**config.mk**
```make
export PLATFORM = sky130hd
export DESIGN_NAME = kts_ram
export DESIGN_NICKNAME = d
export VERILOG_FILES = /design/src/rtl/kts_ram.sv
export SDC_FILE = /design/constraint.sdc
export NUM_CORES = 1
export LEC_CHECK = 0
export ABC_AREA = 1
export BUFFER_PORTS_ARGS = -buffer_cell sky130_fd_sc_hd__buf_2
export CAP_MARGIN = 20
export CELL_PAD_IN_SITES_DETAIL_PLACEMENT = 2
export CELL_PAD_IN_SITES_GLOBAL_PLACEMENT = 2
export CORE_MARGIN = 2
export CORE_UTILIZATION = 30
export CTS_CLUSTER_SIZE = 30
export DETAILED_ROUTE_END_ITERATION = 16
export GPL_TIMING_DRIVEN = 1
export PLACE_DENSITY_LB_ADDON = 0.1
export SLEW_MARGIN = 20
export SYNTH_ARGS = -nofsm -noshare
export SYNTH_HDL_FRONTEND = slang
export SYNTH_SLANG_ARGS = --single-unit
```
**constraint.sdc**
```tcl
create_clock -name i_clk -period 2.6 [get_ports i_clk]
set_input_delay 0.26 -clock i_clk [delete_from_list [all_inputs] [get_ports i_clk]]
set_output_delay 0.26 -clock i_clk [all_outputs]
set_load 0.02 [all_outputs]
```
**src/rtl/kts_ram.sv**
```systemverilog
// ----------------------------------------------------------------------------
// kts_ram
// Generic single-write, single-read ram with registered read data.
// ----------------------------------------------------------------------------
module kts_ram #(
    parameter int WIDTH = 8,
    parameter int DEPTH = 64
) (
    input  logic                     i_clk,
    input  logic                     i_we,
    input  logic [$clog2(DEPTH)-1:0] i_waddr,
    input  logic [WIDTH-1:0]         i_wdata,
    input  logic [$clog2(DEPTH)-1:0] i_raddr,
    output logic [WIDTH-1:0]         o_rdata
);
    logic [WIDTH-1:0] r_mem [DEPTH];

    // write port and registered read port
    always_ff @(posedge i_clk) begin
        if (i_we) begin
            r_mem[i_waddr] <= i_wdata;
        end
        o_rdata <= r_mem[i_raddr];
    end
endmodule

```
* After elaboration in Yosys (flattened, before gate mapping) *
Memories as Yosys holds them, arrays and structs flattened. A register that Yosys moved wholly into a read port is not among the register bits.
Cells that the tools add are included.

storage, ports and cells
  register bits after elaboration = 0
  RAM bits = 512
  memories kept = 1
  output and inout port bits = 8

memories
  name   words  width  rd ports  clocked after memory_dff  write ports  line  source
  r_mem  64     8      1         1                         1            16    logic [WIDTH-1:0] r_mem [DEPTH];

operators by class
  multiplexer cells = 2

operators by type and width
  operator           number
  1-bit two-way mux  2

* Logic depth before layout (Yosys ltp) *
  depth in word-level cells = 2
  depth in mapped cells = 12
  gate-level depth less buffers = 9

* Worst setup path before layout *
OpenSTA, ideal clock, no wires.

  path kind = input port to flip-flop
  start point = input port i_we
  end point = memory r_mem[48][0] (enable)
  path slack = 0.574 ns
  setup time = 0.395 ns
  stages on the path = 3
  arrival = 1.631 ns
  path through = clkbuf_1 -> nand4_1 -> nor4_1

between the ends
  cells in the longest elaborated chain, start to end = 2

RTL lines
  what                                     line  source
  start: declaration                       10    input logic i_we,
  1-bit two-way mux                        20    if (i_we) begin
  1-bit two-way mux (implied by the code)  21    r_mem[i_waddr] <= i_wdata;
  end: declaration                         16

Every way passes these cells.

* Final worst setup path *
  start point = register o_rdata[7], read port of r_mem
  end point = output port o_rdata[7]

RTL lines
  what                line  source
  start: declaration  14    output logic [WIDTH-1:0] o_rdata

No word-level cell between the ends.

==> summary.md <==
| Metric | Value |
|---|---|
| Max Cap Viol | `0` |
| Worst Tran Pin Value | `0.992 ns` |
| Cells after DPL | `~2800` |
| Number of synthesized flops with an enable pin | `roughly 510` |
| Layout cells sized above 1 | `0.119` |
| Max incr delay on CP | `around 0.48 ns` |
| Worst Skew | `roughly 0.011 ns` |
| Commonest cells post-synth | `648 x nand2_1, 512 x edfxtp_1, 439 x nand3_1` |
| Syn Std Cell Area | `approximately 21000 µm²` |
| Slowest-stage cell, CP | `dfxtp_1` |
| Crit Path Class | `flop to output pin` |
| Final core utilization | `0.354` |
| Die Ht | `~270 µm` |
| Post-synth ARST share | `0` |
| Final wirelength | `71700 µm` |
| CP delay by family, top | `flip-flops` |
| Area leader, netlist | `edfxtp_1` |
| Setup bufs post-CTS | `0` |
| Ys flop type | `edfxtp_1` |
| Die area | `73300 µm²` |
| Clock Tree Root | `clkbuf_16` |
| Number of clock sinks | `520` |
| Gpl congestion | `0.752` |
| Leakage | `0.00897 µW` |
| Total CTS buffers | `slightly above 60` |
| # hold bufs at CTS | `0` |
| Post-layout min period | `1.59 ns` |
| Crit path cell chain | `buf_2` |
| Num rows | `97` |
| Core Region | `70300 µm²` |
| Vias in the first global route | `approximately 15000` |
| Ys Warns | `0` |
| DRC viols | `0` |
| CTS HTree Levels | `2` |
| Drt initial violations | `~950` |
| Routed vias/inst | `approximately 5.0` |
| Crit-path max FO | `1` |
| Global-route wire length before repair | `around 110000 µm` |
| DR WL/cell | `between 20 and 25 µm` |
| Via count | `about 14000` |
| DP HPWL | `44700 µm` |
| Cells after synthesis | `between 1500 and 2000` |
| Clock Latency Late Sink | `approximately 0.64 ns` |
| Final Non-Filler Cells | `slightly below 3000` |
| Peak VDD IR | `0.432 mV` |
| Crit end category | `output pin` |
| Unrepaired setup endpoints after global routing | `no` |
| Post-CTS Resized | `0` |
| Syn Nets | `1827` |
| Final #Nets | `about 1900` |
| Max Slew Vio Count | `0` |
| Total grt overflow | `0` |
| Synth top area cells | `edfxtp_1 72%, nand2_1 11%, nand3_1 10%, buf_6 1.8%, nor2_1 0.99%` |
| Slew margin rel. | `0.338` |
| Pwr/cell area | `around 760 nW/µm²` |
| Starting Density | `0.304` |
| CTS tree | `built` |
| Top-level I/O count | `30` |
| Sequential fraction of the synthesis area | `0.728` |
| Synth Register Bits | `520` |
| Count of different cell masters after synthesis | `16` |
| Antenna Nets Post-Route | `0` |
| Worst hold-check path type | `input pin to flop` |
| Top-count cell post-synth | `nand2_1` |
| Fin. Hold Viols | `0` |
| Clk buf depth | `3` |
| Outcome | `finished clean` |
| Tcrit/Tclk final | `0.612` |
| Worst path bufs/invs | `1` |
| Area Growth Syn to Fin | `16.7%` |
| Setup violators final | `0` |
| Detailed-router iteration count before antenna repair | `5` |
| Largest net degree at the start of global routing | `79` |
| Post-synth top area share | `0.720` |
| Antenna violations before repair | `3` |
| Post-route setup TNS | `0 ns` |
| Fmax | `0.629 GHz` |
| PortBufs | `29` |
| Worst-path clk slew | `roughly 0.06 ns` |
| Arrival @ worst endpoint | `1.33 ns` |
| Mapped Avg Cell Area | `approximately 12 µm²` |
| Total power | `around 19000 µW` |
| Fillcell total | `between 7000 and 8000` |
| Overall routing resource usage | `0.196` |
| Die X | `approximately 270 µm` |
| Req. time, crit path | `approximately 2.3 ns` |
| CP Launch Type | `flop` |
## final cells by class
type / count / area, µm² / share of cell area
antenna: 1 / 2.50 / 0.000101
clock buffer: 77 / 1630 / 0.0654
timing repair buffer: 143 / 1260 / 0.0507
inverter: 12 / 55.1 / 0.00221
tap: 940 / 1180 / 0.0472
clock inverter: 36 / 267 / 0.0107
multi-input combinational: 1160 / 4970 / 0.200
sequential: 520 / 15500 / 0.624
## final timing paths
check          startpoint  slack [ns]  depth (start not counted)    endpoint
max            o_rdata[7]        1.01                          1  o_rdata[7]
min            i_raddr[5]        0.04                          3  o_rdata[3]
max reg2reg  r_mem[23][5]        1.13                          8  o_rdata[5]
min reg2reg  r_mem[32][3]        0.85                          8  o_rdata[3]
## stage by stage
step | setup slack, ns | instance area [µm²] | hold WS, ns
2_1_floorplan | 0.574 | 21300 | 0.359
6_report | 1.01 | 24900 | 0.0389
3_5_place_dp | 0.375 | 23000 | 0.684
3_3_place_gp | 0.398 | 23000 | 0.676
4_1_cts | 1.03 | 24900 | 0.00405
5_1_grt | 0.874 | 24900 | 0.0476
## per-layer routing
layer / track usage / wire (µm) / vias to the layer above
li1: - / - / 6545
met4: 0.0420 / 1340 / 0
met5: 0 / 0 / -
met2: 0.313 / 33100 / 212
met1: 0.284 / 34800 / 7507
met3: 0.0286 / 2400 / 87
## report_power, final
part | internal [µW] | switching, µW | total, µW | leakage, µW
clock | 4780 | 3490 | 8270 | 0.000925
combinational | 312 | 933 | 1250 | 0.00337
sequential | 9280 | 36.6 | 9320 | 0.00467
## worst register-to-register path, stage by stage, from the launching register on
cell,delay [ns]
edfxtp_1,0.36
nand2_1,0.08
nand3_1,0.13
nand3_1,0.20
nand2_1,0.11
nand2_1,0.08
nand3_1,0.17
nand3_1,0.16
nand2_1,0.07
## cell usage in the layout (no fill, tap or decap), types with 11 or more instances in the layout
cell | synthesis | final
buf_4 | 14 | 95
clkinv_2 | 0 | 11
buf_2 | 37 | 27
buf_12 | 0 | 20
nor2_1 | 56 | 56
edfxtp_1 | 512 | 512
clkinv_1 | 0 | 18
clkbuf_1 | 15 | 14
nand3_1 | 439 | 439
nand2_1 | 648 | 648
clkbuf_16 | 0 | 63
## flip-flops by register name, indices dropped and copies added (netlist names)
name / cells
r_mem: 512
o_rdata: 8
## cell families (layout without fill, tap and decap cells)
group,Yosys count,count (layout),share of synthesized area
flops,520,520,0.728
other cells,0,1,0
simple gates,1160,1160,0.232
buf+inv,125,268,0.0402
No activity file was read; power rests on OpenSTA's default activity.
